File: src/hw/rtl/fvp_pkg.sv
// Shared widths, register indexes and reset values of the flywheel velocity controller.
`default_nettype none

package fvp_pkg;

	localparam int SPEED_W  = 15;
	localparam int TIME_W   = 32;
	localparam int CFG_W    = 16;
	localparam int OFFSET_W = 7;
	localparam int DRIVE_W  = 8;
	localparam int ERR_W    = 17;
	localparam int DE_W     = 18;
	localparam int SUM_W    = 49;
	localparam int IMAG_W   = 47;
	localparam int DMAG_W   = 35;
	localparam int PMAG_W   = 33;
	localparam int IDX_W    = 3;

	// The integral term magnitude is capped at two to this power.
	localparam int ITERM_CAP_LOG = 46;

	// Configuration register indexes.
	typedef enum logic [IDX_W-1:0] {
		REG_PROP_GAIN      = 3'd0,
		REG_INTEG_GAIN     = 3'd1,
		REG_DERIV_GAIN     = 3'd2,
		REG_LEAK_FACTOR    = 3'd3,
		REG_FF_SLOPE       = 3'd4,
		REG_FF_OFFSET      = 3'd5,
		REG_BOOST_FRACTION = 3'd6
	} reg_idx_t;

	localparam logic [CFG_W-1:0]    LEAK_RESET   = 16'd56496;
	localparam logic [CFG_W-1:0]    SLOPE_RESET  = 16'd14746;
	localparam logic [OFFSET_W-1:0] OFFSET_RESET = 7'd10;
	localparam logic [CFG_W-1:0]    BOOST_RESET  = 16'd58982;

endpackage

`default_nettype wire

File: src/hw/rtl/fvp_if.sv
// Valid/ready channel interfaces for speed samples and drive results.
`default_nettype none

interface fvp_sample_if;
	import fvp_pkg::*;
	logic                       valid;
	logic                       ready;
	logic signed [SPEED_W-1:0]  target_speed;
	logic signed [SPEED_W-1:0]  measured_speed;
	logic        [TIME_W-1:0]   now_ms;
	modport source (output valid, target_speed, measured_speed, now_ms, input ready);
	modport sink   (input valid, target_speed, measured_speed, now_ms, output ready);
endinterface

interface fvp_result_if;
	import fvp_pkg::*;
	logic                       valid;
	logic                       ready;
	logic signed [DRIVE_W-1:0]  drive;
	logic                       boosted;
	logic                       saturated;
	modport source (output valid, drive, boosted, saturated, input ready);
	modport sink   (input valid, drive, boosted, saturated, output ready);
endinterface

`default_nettype wire

File: src/hw/rtl/flywheel_velocity_pid_core.sv
// Flywheel velocity PID controller with feedforward, low-speed boost and drive saturation.
//
// Usage: one speed sample (target, measured, time in ms) is taken on the sample channel
// whenever the block is idle; it answers with exactly one drive result on the result
// channel. Gains and constants are written through the cfg_we/cfg_index/cfg_wdata port
// while no sample is in flight.
// All products go through one shift-and-add multiplier that retires one multiplier bit a
// cycle, and all quotients through one restoring divider that retires one quotient bit a
// cycle. A target at or below zero takes 1 multiply and 1 divide; a positive target takes
// 7 multiplies and 2 divides, of which a zero elapsed time skips one multiply and divide,
// and an integral magnitude above the cap skips the integral multiply and divide.
// One sample is processed at a time; ready is high only while the sequencer idles.
// The result sits in an output register, so a stalled receiver does not hold up the next
// sample until the following result is done; the sequencer then waits for the register.
// Reset clears the integral, the previous error and time, and loads the default
// configuration; the block is ready in the first cycle after reset.
`default_nettype none

module flywheel_velocity_pid_core #(
	parameter int INTEGRAL_WIDTH = 48,
	parameter int FULL_SPEED_RPM = 600,
	parameter int MAX_DRIVE      = 127
) (
	input  wire logic                       clk,
	input  wire logic                       arst_n,
	fvp_sample_if.sink                      sample,
	fvp_result_if.source                    result,
	input  wire logic                       cfg_we,
	input  wire logic [fvp_pkg::IDX_W-1:0]  cfg_index,
	input  wire logic [fvp_pkg::CFG_W-1:0]  cfg_wdata
);
	import fvp_pkg::*;

	localparam int IW = INTEGRAL_WIDTH;
	localparam int PW = IW + 32;
	localparam int SW = PW + 1;
	localparam int CW = $clog2(PW);
	localparam int MW = 37;

	typedef enum logic [15:0] {
		S_IDLE   = 16'h0001,
		S_OL_MUL = 16'h0002,
		S_OL_DIV = 16'h0004,
		S_LK_MUL = 16'h0008,
		S_EE_MUL = 16'h0010,
		S_IG_SET = 16'h0020,
		S_IG_MUL = 16'h0040,
		S_IG_DIV = 16'h0080,
		S_DD_SET = 16'h0100,
		S_DD_MUL = 16'h0200,
		S_DD_DIV = 16'h0400,
		S_PG_MUL = 16'h0800,
		S_FF_MUL = 16'h1000,
		S_BF_MUL = 16'h2000,
		S_FIN    = 16'h4000,
		S_OUT    = 16'h8000
	} state_t;

	state_t state_q;

	// Configuration registers.
	logic [CFG_W-1:0]    pg_q, ig_q, dg_q, leak_q, slope_q, bf_q;
	logic [OFFSET_W-1:0] off_q;

	// Controller state.
	logic [IW-1:0]     acc_q;
	logic [ERR_W-1:0]  perr_q;
	logic [TIME_W-1:0] ptime_q;

	// Per-sample working registers.
	logic [SPEED_W-1:0] tgt_q, meas_q;
	logic [TIME_W-1:0]  now_q, elapsed_q;
	logic [ERR_W-1:0]   err_q;
	logic [IMAG_W-1:0]  imag_q;
	logic [DMAG_W-1:0]  dmag_q;
	logic [SUM_W-1:0]   sum_q;
	logic               boost_q;
	logic [DRIVE_W-1:0] res_drive_q;
	logic               res_boost_q, res_sat_q;

	// Output register.
	logic               out_valid_q;
	logic [DRIVE_W-1:0] drive_q;
	logic               boosted_q, saturated_q;

	// Serial multiplier and divider.
	logic [CW-1:0]  cnt_q;
	logic [IW-1:0]  mcand_q;
	logic [31:0]    mplier_q;
	logic [PW-1:0]  prod_q;
	logic [PW-1:0]  dvd_q;
	logic [31:0]    rem_q;
	logic [31:0]    dvs_q;

	logic [PW-1:0]  prod_nxt;
	logic [32:0]    div_t;
	logic           div_ge;
	logic [32:0]    div_sub;
	logic [31:0]    rem_nxt;
	logic [PW-1:0]  quot_nxt;
	logic           is_mul, is_div, mul_last, div_last;

	assign prod_nxt = {prod_q[PW-2:0], 1'b0} + (mplier_q[31] ? PW'(mcand_q) : '0);
	assign div_t    = {rem_q, dvd_q[PW-1]};
	assign div_ge   = div_t >= {1'b0, dvs_q};
	assign div_sub  = div_t - {1'b0, dvs_q};
	assign rem_nxt  = div_ge ? div_sub[31:0] : div_t[31:0];
	assign quot_nxt = {dvd_q[PW-2:0], div_ge};

	assign is_mul = (state_q == S_OL_MUL) || (state_q == S_LK_MUL) || (state_q == S_EE_MUL)
		|| (state_q == S_IG_MUL) || (state_q == S_DD_MUL) || (state_q == S_PG_MUL)
		|| (state_q == S_FF_MUL) || (state_q == S_BF_MUL);
	assign is_div = (state_q == S_OL_DIV) || (state_q == S_IG_DIV) || (state_q == S_DD_DIV);
	assign mul_last = cnt_q == CW'(31);
	assign div_last = cnt_q == CW'(PW - 1);

	// Values derived from the incoming sample.
	logic               in_acc;
	logic [SPEED_W-1:0] in_tmag;
	logic [ERR_W-1:0]   in_err;

	assign in_acc  = sample.valid && sample.ready;
	assign in_tmag = sample.target_speed[SPEED_W-1] ? -sample.target_speed : sample.target_speed;
	assign in_err  = {{2{sample.target_speed[SPEED_W-1]}}, sample.target_speed}
		- {{2{sample.measured_speed[SPEED_W-1]}}, sample.measured_speed};

	// Signs and magnitudes of the stored values.
	logic             acc_neg, err_neg, de_neg;
	logic [IW-1:0]    acc_mag;
	logic [ERR_W-1:0] err_mag;
	logic [DE_W-1:0]  de, de_mag;

	assign acc_neg = acc_q[IW-1];
	assign acc_mag = acc_neg ? -acc_q : acc_q;
	assign err_neg = err_q[ERR_W-1];
	assign err_mag = err_neg ? -err_q : err_q;
	assign de      = {err_q[ERR_W-1], err_q} - {perr_q[ERR_W-1], perr_q};
	assign de_neg  = de[DE_W-1];
	assign de_mag  = de_neg ? -de : de;

	// Leaked integral: magnitude times the leak factor over 2^16, sign restored.
	logic [IW-1:0] lk_mag, lk_val;
	assign lk_mag = prod_nxt[IW+15:16];
	assign lk_val = acc_neg ? -lk_mag : lk_mag;

	// Integral plus error times elapsed time, saturated to the integral range.
	logic [SW-1:0] ee_s, isum;
	logic          isum_fits;
	logic [IW-1:0] isum_sat;
	assign ee_s      = err_neg ? -SW'(prod_nxt) : SW'(prod_nxt);
	assign isum      = {{(SW-IW){acc_q[IW-1]}}, acc_q} + ee_s;
	assign isum_fits = (isum[SW-1:IW-1] == '0) || (isum[SW-1:IW-1] == '1);
	assign isum_sat  = isum_fits ? isum[IW-1:0]
		: (isum[SW-1] ? {1'b1, {(IW-1){1'b0}}} : {1'b0, {(IW-1){1'b1}}});

	// Integral term cap.
	logic [PW-1:0]     cap_pw;
	logic [IMAG_W-1:0] cap_m;
	assign cap_pw = PW'(1) << ITERM_CAP_LOG;
	assign cap_m  = IMAG_W'(1) << ITERM_CAP_LOG;

	// Closed-loop sum of the gain terms and the feedforward offset.
	logic [SUM_W-1:0] p_s, i_s, d_s, o_s;
	assign p_s = err_neg ? -SUM_W'(prod_nxt[PMAG_W-1:0]) : SUM_W'(prod_nxt[PMAG_W-1:0]);
	assign i_s = acc_neg ? -SUM_W'(imag_q) : SUM_W'(imag_q);
	assign d_s = de_neg ? -SUM_W'(dmag_q) : SUM_W'(dmag_q);
	assign o_s = SUM_W'(off_q) << 12;

	// Boost compare: measured times 2^16 against boost fraction times target.
	logic signed [31:0] meas_sh, bf_prod;
	assign meas_sh = {meas_q[SPEED_W-1], meas_q, 16'b0};
	assign bf_prod = $signed({1'b0, prod_nxt[30:0]});

	// Final drive from the sum, truncated toward zero and clipped.
	logic             s_neg, s_sat;
	logic [SUM_W-1:0] s_mag;
	logic [MW-1:0]    s_q, s_clip;
	assign s_neg  = sum_q[SUM_W-1];
	assign s_mag  = s_neg ? -sum_q : sum_q;
	assign s_q    = s_mag[SUM_W-1:12];
	assign s_sat  = s_q > MW'(MAX_DRIVE);
	assign s_clip = s_sat ? MW'(MAX_DRIVE) : s_q;

	// Open-loop drive, clipped.
	logic          ol_sat;
	logic [PW-1:0] ol_clip;
	assign ol_sat  = quot_nxt > PW'(MAX_DRIVE);
	assign ol_clip = ol_sat ? PW'(MAX_DRIVE) : quot_nxt;

	assign sample.ready = state_q == S_IDLE;
	assign result.valid     = out_valid_q;
	assign result.drive     = drive_q;
	assign result.boosted   = boosted_q;
	assign result.saturated = saturated_q;

	// Configuration writes.
	always_ff @(posedge clk or negedge arst_n) begin
		if (!arst_n) begin
			pg_q    <= '0;
			ig_q    <= '0;
			dg_q    <= '0;
			leak_q  <= LEAK_RESET;
			slope_q <= SLOPE_RESET;
			off_q   <= OFFSET_RESET;
			bf_q    <= BOOST_RESET;
		end else if (cfg_we) begin
			unique case (reg_idx_t'(cfg_index))
				REG_PROP_GAIN:      pg_q    <= cfg_wdata;
				REG_INTEG_GAIN:     ig_q    <= cfg_wdata;
				REG_DERIV_GAIN:     dg_q    <= cfg_wdata;
				REG_LEAK_FACTOR:    leak_q  <= cfg_wdata;
				REG_FF_SLOPE:       slope_q <= cfg_wdata;
				REG_FF_OFFSET:      off_q   <= cfg_wdata[OFFSET_W-1:0];
				REG_BOOST_FRACTION: bf_q    <= cfg_wdata;
				default: ;
			endcase
		end
	end

	// Sequencer with controller state and output register.
	always_ff @(posedge clk or negedge arst_n) begin
		if (!arst_n) begin
			state_q     <= S_IDLE;
			out_valid_q <= 1'b0;
			acc_q       <= '0;
			perr_q      <= '0;
			ptime_q     <= '0;
			cnt_q       <= '0;
		end else begin
			if (result.ready) begin
				out_valid_q <= 1'b0;
			end

			// Advance the running unit by one bit.
			if (is_mul) begin
				prod_q   <= prod_nxt;
				mplier_q <= {mplier_q[30:0], 1'b0};
				cnt_q    <= cnt_q + CW'(1);
			end
			if (is_div) begin
				dvd_q <= quot_nxt;
				rem_q <= rem_nxt;
				cnt_q <= cnt_q + CW'(1);
			end

			unique case (state_q)
				S_IDLE: begin
					if (in_acc) begin
						tgt_q     <= sample.target_speed;
						meas_q    <= sample.measured_speed;
						now_q     <= sample.now_ms;
						elapsed_q <= sample.now_ms - ptime_q;
						err_q     <= in_err;
						cnt_q     <= '0;
						prod_q    <= '0;
						if (sample.target_speed[SPEED_W-1] || sample.target_speed == '0) begin
							mcand_q  <= IW'(in_tmag);
							mplier_q <= 32'(MAX_DRIVE);
							state_q  <= S_OL_MUL;
						end else begin
							mcand_q  <= acc_mag;
							mplier_q <= {16'b0, leak_q};
							state_q  <= S_LK_MUL;
						end
					end
				end
				S_OL_MUL: begin
					if (mul_last) begin
						dvd_q   <= prod_nxt;
						rem_q   <= '0;
						dvs_q   <= 32'(FULL_SPEED_RPM * 16);
						cnt_q   <= '0;
						state_q <= S_OL_DIV;
					end
				end
				S_OL_DIV: begin
					if (div_last) begin
						res_drive_q <= tgt_q[SPEED_W-1] ? -ol_clip[DRIVE_W-1:0]
							: ol_clip[DRIVE_W-1:0];
						res_boost_q <= 1'b0;
						res_sat_q   <= ol_sat;
						acc_q       <= '0;
						ptime_q     <= now_q;
						state_q     <= S_OUT;
					end
				end
				S_LK_MUL: begin
					if (mul_last) begin
						acc_q    <= lk_val;
						mcand_q  <= IW'(err_mag);
						mplier_q <= elapsed_q;
						prod_q   <= '0;
						cnt_q    <= '0;
						state_q  <= S_EE_MUL;
					end
				end
				S_EE_MUL: begin
					if (mul_last) begin
						acc_q   <= isum_sat;
						state_q <= S_IG_SET;
					end
				end
				S_IG_SET: begin
					if (PW'(acc_mag) > cap_pw) begin
						imag_q  <= (ig_q != '0) ? cap_m : '0;
						state_q <= S_DD_SET;
					end else begin
						mcand_q  <= acc_mag;
						mplier_q <= {16'b0, ig_q};
						prod_q   <= '0;
						cnt_q    <= '0;
						state_q  <= S_IG_MUL;
					end
				end
				S_IG_MUL: begin
					if (mul_last) begin
						dvd_q   <= prod_nxt;
						rem_q   <= '0;
						dvs_q   <= 32'd1000;
						cnt_q   <= '0;
						state_q <= S_IG_DIV;
					end
				end
				S_IG_DIV: begin
					if (div_last) begin
						imag_q  <= (quot_nxt > cap_pw) ? cap_m : quot_nxt[IMAG_W-1:0];
						state_q <= S_DD_SET;
					end
				end
				S_DD_SET: begin
					prod_q <= '0;
					cnt_q  <= '0;
					if (elapsed_q == '0) begin
						dmag_q   <= '0;
						mcand_q  <= IW'(err_mag);
						mplier_q <= {16'b0, pg_q};
						state_q  <= S_PG_MUL;
					end else begin
						mcand_q  <= IW'(de_mag);
						mplier_q <= {16'b0, dg_q};
						state_q  <= S_DD_MUL;
					end
				end
				S_DD_MUL: begin
					if (mul_last) begin
						dvd_q   <= prod_nxt;
						rem_q   <= '0;
						dvs_q   <= elapsed_q;
						cnt_q   <= '0;
						state_q <= S_DD_DIV;
					end
				end
				S_DD_DIV: begin
					if (div_last) begin
						dmag_q   <= quot_nxt[DMAG_W-1:0];
						mcand_q  <= IW'(err_mag);
						mplier_q <= {16'b0, pg_q};
						prod_q   <= '0;
						cnt_q    <= '0;
						state_q  <= S_PG_MUL;
					end
				end
				S_PG_MUL: begin
					if (mul_last) begin
						sum_q    <= p_s + i_s + d_s + o_s;
						mcand_q  <= IW'(tgt_q);
						mplier_q <= {16'b0, slope_q};
						prod_q   <= '0;
						cnt_q    <= '0;
						state_q  <= S_FF_MUL;
					end
				end
				S_FF_MUL: begin
					if (mul_last) begin
						sum_q    <= sum_q + SUM_W'(prod_nxt[30:8]);
						mcand_q  <= IW'(tgt_q);
						mplier_q <= {16'b0, bf_q};
						prod_q   <= '0;
						cnt_q    <= '0;
						state_q  <= S_BF_MUL;
					end
				end
				S_BF_MUL: begin
					if (mul_last) begin
						boost_q <= meas_sh < bf_prod;
						state_q <= S_FIN;
					end
				end
				S_FIN: begin
					if (boost_q) begin
						res_drive_q <= DRIVE_W'(MAX_DRIVE);
						res_sat_q   <= 1'b0;
					end else begin
						res_drive_q <= s_neg ? -s_clip[DRIVE_W-1:0] : s_clip[DRIVE_W-1:0];
						res_sat_q   <= s_sat;
					end
					res_boost_q <= boost_q;
					perr_q      <= err_q;
					ptime_q     <= now_q;
					state_q     <= S_OUT;
				end
				S_OUT: begin
					// Hand the result to the output register once it is free.
					if (!out_valid_q || result.ready) begin
						out_valid_q <= 1'b1;
						drive_q     <= res_drive_q;
						boosted_q   <= res_boost_q;
						saturated_q <= res_sat_q;
						state_q     <= S_IDLE;
					end
				end
				default: state_q <= S_IDLE;
			endcase
		end
	end

endmodule

`default_nettype wire

File: src/flat_wrapper.sv
// flat-port wrapper written by rule: the top's interface ports become plain ports
module flywheel_velocity_pid_core_flat import fvp_pkg::*;
#(
	parameter int INTEGRAL_WIDTH = 48,
	parameter int FULL_SPEED_RPM = 600,
	parameter int MAX_DRIVE      = 127
)
  (clk, arst_n, cfg_we, cfg_index, cfg_wdata, sample_valid, sample_target_speed, sample_measured_speed, sample_now_ms, sample_ready, result_valid, result_drive, result_boosted, result_saturated, result_ready);
  fvp_sample_if sample_i ();
  fvp_result_if result_i ();
  input  wire logic clk;
  input  wire logic arst_n;
  input  wire logic cfg_we;
  input  wire logic [fvp_pkg::IDX_W-1:0] cfg_index;
  input  wire logic [fvp_pkg::CFG_W-1:0] cfg_wdata;
  input wire logic [$bits(sample_i.valid)-1:0] sample_valid;
  input wire logic [$bits(sample_i.target_speed)-1:0] sample_target_speed;
  input wire logic [$bits(sample_i.measured_speed)-1:0] sample_measured_speed;
  input wire logic [$bits(sample_i.now_ms)-1:0] sample_now_ms;
  output wire logic [$bits(sample_i.ready)-1:0] sample_ready;
  output wire logic [$bits(result_i.valid)-1:0] result_valid;
  output wire logic [$bits(result_i.drive)-1:0] result_drive;
  output wire logic [$bits(result_i.boosted)-1:0] result_boosted;
  output wire logic [$bits(result_i.saturated)-1:0] result_saturated;
  input wire logic [$bits(result_i.ready)-1:0] result_ready;
  assign sample_i.valid = sample_valid;
  assign sample_i.target_speed = sample_target_speed;
  assign sample_i.measured_speed = sample_measured_speed;
  assign sample_i.now_ms = sample_now_ms;
  assign sample_ready = sample_i.ready;
  assign result_valid = result_i.valid;
  assign result_drive = result_i.drive;
  assign result_boosted = result_i.boosted;
  assign result_saturated = result_i.saturated;
  assign result_i.ready = result_ready;
  flywheel_velocity_pid_core #(.INTEGRAL_WIDTH(INTEGRAL_WIDTH), .FULL_SPEED_RPM(FULL_SPEED_RPM), .MAX_DRIVE(MAX_DRIVE)) u_core (.clk(clk), .arst_n(arst_n), .sample(sample_i), .result(result_i), .cfg_we(cfg_we), .cfg_index(cfg_index), .cfg_wdata(cfg_wdata));
endmodule
File: config.mk
export PLATFORM = sky130hd
export DESIGN_NAME = flywheel_velocity_pid_core_flat
export DESIGN_NICKNAME = d
export VERILOG_FILES = /design/src/hw/rtl/fvp_pkg.sv /design/src/hw/rtl/fvp_if.sv /design/src/hw/rtl/flywheel_velocity_pid_core.sv /design/src/flat_wrapper.sv
export SDC_FILE = /design/constraint.sdc
export NUM_CORES = 2
export LEC_CHECK = 0
export BUFFER_PORTS_ARGS = -buffer_cell sky130_fd_sc_hd__clkbuf_2
export CAP_MARGIN = 5
export CORE_UTILIZATION = 40
export CTS_BUF_LIST = sky130_fd_sc_hd__clkbuf_4 sky130_fd_sc_hd__clkbuf_8
export CTS_CLUSTER_SIZE = 14
export DETAILED_ROUTE_END_ITERATION = 8
export PLACE_DENSITY = 0.63
export SLEW_MARGIN = 20
export SYNTH_ARGS = -nofsm -noshare
export SYNTH_HDL_FRONTEND = slang
export SYNTH_SLANG_ARGS = --single-unit
File: constraint.sdc
create_clock -name clk -period 12.6 [get_ports clk]
set_clock_uncertainty 0.1 [all_clocks]
set_input_delay 0.63 -clock clk [delete_from_list [all_inputs] [get_ports clk]]
set_output_delay 0.63 -clock clk [all_outputs]
set_load 0.01 [all_outputs]
Yosys cells after proc, flatten, opt, wreduce, memory -nomap -nowiden. Cells that the tools add are included. W data, S select, Z words.

Latch bits: 0. Bits in read-only memories: 0. Memories kept: 0. Bits in registers: 789. Input port bits: 86. Memory bits (writable): 0. Logic and storage cells: 258. Output and inout port bits: 12.

Bitwise operators: 0. Equality and inequality tests: 42. Multiply operators: 0. Shift operators: 0. Multiplexer cells: 104. Divide/modulo/power cells: 0. Reduce and logical (&&, ||, !) cells: 49. $lt $le $gt $ge: 6. Add/subtract/negate cells: 23.

Operator list (count): $mux W48 (14); $mux W80 (8); $mux W32 (15); $pmux W80 S5 (1); $mux W49 (6); $pmux W48 S6 (1); $pmux W16 S16 (1); $mux W16 (15); $pmux W32 S7 (1); $mux W47 (4); $pmux W48 S3 (1); $add A49 B49 Y49 (2); $pmux W49 S2 (1); $neg A48 Y48 (2); $pmux W32 S3 (1); $pmux W47 S2 (1); $add A81 B81 Y81 (1); $mux W81 (1); $neg A80 Y81 (1); $add A80 B80 Y80 (1); $gt A80 B47 Y1 const B (1); $gt A80 B7 Y1 const B (1); $mux W35 (2); $pmux W35 S2 (1); other kinds (75) (141).

Longest topological paths before layout.
Depth after elaboration: 12. Depth in mapped cells: 42. Depth with buffers taken out: 36.

Least setup slack after synthesis. Ideal clock, no wire load.

Path kind: reg-to-reg. From: register u_core.mplier_q[31]. To: register u_core.acc_q[16]. Arrival time: 9281 ps. Clock period less this slack: 9508 ps. Stages on the path, launching flop included: 38. Path buffers: 5. Library setup time: 127 ps. Slack: 3092 ps. Data required time: 12373 ps. Cells stage by stage: edfxtp_1 clkbuf_1 clkbuf_1 and2_1 fa_1 a21o_1 a22o_4 a221oi_4 nor2b_2 or2_2 xnor2_2 inv_1 or4_1 nor3_1 nand3_1 or2_2 o21ai_0 nand2_1 (+2 left out) clkbuf_1 nand2_1 o21ai_0 a211oi_1 a21boi_0 a31o_2 nor3_1 o31ai_1 nor4bb_1 o31ai_1 a211oi_1 nand4b_1 or4b_1 o41a_1 clkbuf_1 clkbuf_1 nor3_1 o21ai_1.

Word-level cells in the longest chain between the ends: 10. Elaborated cells on any way between the ends: 15. Classes of those cells: 4 x add/sub; 1 x eq/ne; 8 x mux; 2 x reduce/logical.

Ends and longest elaborated chain: start: declaration (line flywheel_velocity_pid_core.sv:89) `logic [31:0] mplier_q;`; start signal: assignment (line flywheel_velocity_pid_core.sv:237) `mplier_q <= {mplier_q[30:0], 1'b0};`; start signal: assignment (line flywheel_velocity_pid_core.sv:258) `mplier_q <= 32'(MAX_DRIVE);`; start signal: assignment (line flywheel_velocity_pid_core.sv:262) `mplier_q <= {16'b0, leak_q};`; $mux W48 (*) (line flywheel_velocity_pid_core.sv:103) `assign prod_nxt = {prod_q[PW-2:0], 1'b0} + (mplier_q[31] ? PW'(mcand_q) : '0);`; $add A80 B80 Y80 (*) (line flywheel_velocity_pid_core.sv:103); $neg A80 Y81 (line flywheel_velocity_pid_core.sv:150) `assign ee_s = err_neg ? -SW'(prod_nxt) : SW'(prod_nxt);`; $mux W81 (line flywheel_velocity_pid_core.sv:150); $add A81 B81 Y81 (line flywheel_velocity_pid_core.sv:151) `assign isum = {{(SW-IW){acc_q[IW-1]}}, acc_q} + ee_s;`; $eq A34 B34 Y1 or $logic_not A34 Y1 (tied branches) (line flywheel_velocity_pid_core.sv:152) `assign isum_fits = (isum[SW-1:IW-1] == '0) || (isum[SW-1:IW-1] == '1);`; $logic_or A1 B1 Y1 (line flywheel_velocity_pid_core.sv:152); $mux W48 (line flywheel_velocity_pid_core.sv:153) `assign isum_sat = isum_fits ? isum[IW-1:0]`; $mux W48 (line flywheel_velocity_pid_core.sv:298) `if (mul_last) begin`; $pmux W48 S3 (*) (line flywheel_velocity_pid_core.sv:246) `unique case (state_q)`; end signal: assignment (line flywheel_velocity_pid_core.sv:289) `acc_q <= lk_val;`; end signal: assignment (line flywheel_velocity_pid_core.sv:299) `acc_q <= isum_sat;`; end: declaration (line flywheel_velocity_pid_core.sv:66) `logic [IW-1:0] acc_q;`.

Every way passes the cells marked *; elsewhere a longest branch is shown, timed or not. The select of a mux whose other input is x is not followed. A chain may end at the register's enable or synchronous reset.

Worst setup path after layout.
From: register u_core.mplier_q[31]. To: register u_core.acc_q[33].

Same word-level chain as after synthesis.

==> run metrics <==
outcome=completed; data arrival at the endpoint of the critical path=12.18 ns; ports placed on the boundary=98; Detailed Routing Iterations Pass 1=9; total routing resource utilization after global routing=26.9%; RSZ-0062 raised after global routing=no; clock tree buffer depth=3; Worst EP required=13.24 ns; number of resized instances in the post-cts repair step=0; Logic pwr share=66.4%; Internal=10.3 mW; final weighted congestion of routability-driven global placement=1.00; Async SR Flop Fraction=28.3%; # rows=144; core footprint=0.155 mm2; launching instance or port of the critical path=u_core.mplier_q[31]; average cell area after synthesis=8.88 um2; die width=397 um; Clock power frac=13.3%; clk_lat worst skew=0.96 ns; number of global-route vias before repair=52.9k; highest clock rate=86.6 MHz; worst-case headroom to the max-slew limit=19.5%; effective utilization at floorplan=40.4%; wire length reported by the detailed router=217000 um; measured slew at the worst slew-check pin=1.20 ns; total of warnings raised by yosys=0; share of the synthesized area in the top cell type=27.2%; number of buffers added by the clock tree synthesis step=147; crit-path max cell delay=0.91 ns; max cap viols=0; Iter 0 DRT Violations=5655; Worst Hold Path Cells=1; post-route fraction of the period consumed by the critical path=91.7%; post-synth net total=7544; CTS tree=done; antenna viol nets, final=0; clock root buffer=clkbuf_8; hold path endpoint=u_core.tgt_q[7]; path depth of the worst reg2reg path=35; aggregate global routing overflow=0; Seq pwr share=20.3%; worst min path class=in -> reg; DR WL/cell=23.3 um; slowest cell on the critical path=o41a_2; detailed placement HPWL=165000 um; power per cell area=297 mW/mm2; clock input transition at the sequential cells of the worst setup and hold paths=0.06 ns; count of H-tree levels built during CTS=4; Post-synth EDFFs=565; netlist area before placement=0.0625 mm2; DR vias/cell=5.96; die outline height=397 um; Filler Cell Count=15.0k; Max FO, Critical Path=47; most area-consuming cells after synthesis=edfxtp_1, dfrtp_1, ha_1, xnor2_1, nand2_1; aggregate negative setup slack=0 ns; Yosys cell types=113; fraction of the yosys area taken by sequential cells=36.1%; leakage power summed over all cells=27.4 nW; NetSw=10.2 mW; startpoint of the tightest hold check path=sample_target_speed[7]; area grow syn2layout=10.8%; post-synthesis cell type with the largest combined area=edfxtp_1; wire length of the first global-routing pass=326000 um; Crit Reg-Reg Startpoint=u_core.mplier_q[31]; Core Util, Final=44.8%; worst r2r dst=u_core.acc_q[33]; share of layout cells above drive strength 1=10.5%; most repeated cell in the gate-level netlist after synthesis=nand2_1; Hold Vio Cnt, Final=0; number of design rule violations left after detail routing=0; total number of nets in the final design=7640; Max rail drop VDD=272 uV; total number of vias=55.4k; pin count of the biggest net entering global routing=157; switching share of total power=49.9%; critical path class=reg -> reg; antenna violations before repair=5; Most used DFF post-synth=edfxtp_1; most used standard cells in the synthesized netlist=nand2_1, edfxtp_1, nor2_1; number of storage elements in the synthesis netlist=788; quantity of I/O buffers inserted on ports=97; fin crit period=11.55 ns; final-report setup violation count=0; crit path capture type=flip-flop; instance count of the mapped netlist=7036; flop-to-flop setup slack=1.05 ns; die area=0.158 mm2; sinks on the clock net=788; Pins Over Slew Limit=0; type of element launching the critical path=flip-flop
## worst max-delay path: cells and delay by family, from the launching register on
kind	cells	cell delay, ns
flip-flops	1	0.41
AND/OR/NAND/NOR	14	3.90
adder cells (fa/ha/maj)	2	0.85
buffers and inverters	4	0.84
AO/OA/AOI/OAI	13	4.77
XOR/XNOR	2	0.43
## cells by family (layout without fill, tap and decap cells)
family                   Yosys count  in the layout  synth area share, %
XOR/XNOR                         580            580                 8.17
AND/OR/NAND/NOR                 2474           2474                 19.6
adder cells (fa/ha/maj)          422            422                 9.21
other                              0              2                    0
buffers and inverters            723            936                 4.48
AO/OA/AOI/OAI                   1815           1815                 18.4
flip-flops                       788            788                 36.1
multiplexers                     234            234                 4.03
## cells in the final DEF, fill, tap and decap left out, types with 158 or more instances in the layout
cell type  Yosys  final
xnor2_1      343    343
nand2_1      738    737
nor3_1       184    182
a21oi_1      492    491
dfrtp_1      195    194
clkbuf_8       0    158
edfxtp_1     565    565
inv_1        378    378
ha_1         359    359
xor2_1       234    234
nor2_1       564    558
o21ai_0      469    468
and2_1       191    189
## final cells by class
class	instances	area (um2)	share of cell area, %
clock inverters	70	713	1.03
inverters	379	1430	2.06
clock buffers	196	2460	3.55
diodes	2	5.00	0.00723
repair buffers	291	2170	3.13
well taps	2044	2560	3.69
flip-flops and latches	788	22600	32.6
multi-input cells	5525	37300	53.9
## registers in the layout, indices dropped and copies added (netlist names), 32 cells and up
register	cells
u_core.acc_q	48
u_core.dvd_q	80
u_core.dmag_q	35
u_core.mcand_q	48
u_core.now_q	32
u_core.elapsed_q	32
u_core.dvs_q	32
u_core.mplier_q	32
u_core.prod_q	79
u_core.imag_q	47
u_core.sum_q	49
u_core.rem_q	32
u_core.ptime_q	32
## layer usage
metal	up-vias	part of all wire, %	global-route usage, %
li1	25790	-	-
met1	26978	44	37.0
met2	2187	44	41.2
met3	396	8.0	5.03
met4	4	4.4	11.5
met5	-	0.014	0
## worst max path at each step
| stage | to | slack, ns | depth (start not counted) |
|---|---|---|---|
| 6_report | u_core.acc_q[33] | 1.05 | 35 |
| 3_3_place_gp | u_core.acc_q[31] | 1.58 | 35 |
| 5_1_grt | u_core.acc_q[29] | 0.39 | 35 |
| 4_1_cts | u_core.acc_q[33] | 1.29 | 35 |
| 2_1_floorplan | u_core.acc_q[16] | 3.09 | 37 |
| 3_5_place_dp | u_core.acc_q[11] | 1.39 | 35 |
## repair_timing
| item | CTS | global route |
|---|---|---|
| hold buffers | 76 | 0 |
| hold endpoints to repair | 218 | 0 |
| buffers inserted | 0 | 0 |
## per-stage QoR
step	setup slack, ns	power (mW)	hold WS [ns]	std cells	cell area, um2
after global routing	0.392	22.0	0.0351	9295	69200
final	1.05	20.5	0.0843	9295	69200
after detailed placement	1.39	17.6	0.309	8949	65300
after global placement	1.58	17.4	0.304	8949	65300
after CTS	1.29	20.4	0.0155	9291	69200
after floorplan	3.09	13.5	0.234	7036	62500
## power groups by stage
stage	sequential [mW]	combinational (mW)	clock, mW
3_3_place_gp	4.19	13.2	0
2_1_floorplan	4.00	9.54	0
6_report	4.17	13.6	2.73
5_1_grt	4.21	14.9	2.88
4_1_cts	4.15	13.5	2.78
3_5_place_dp	4.20	13.4	0
Power figures use the tool's default switching activity.
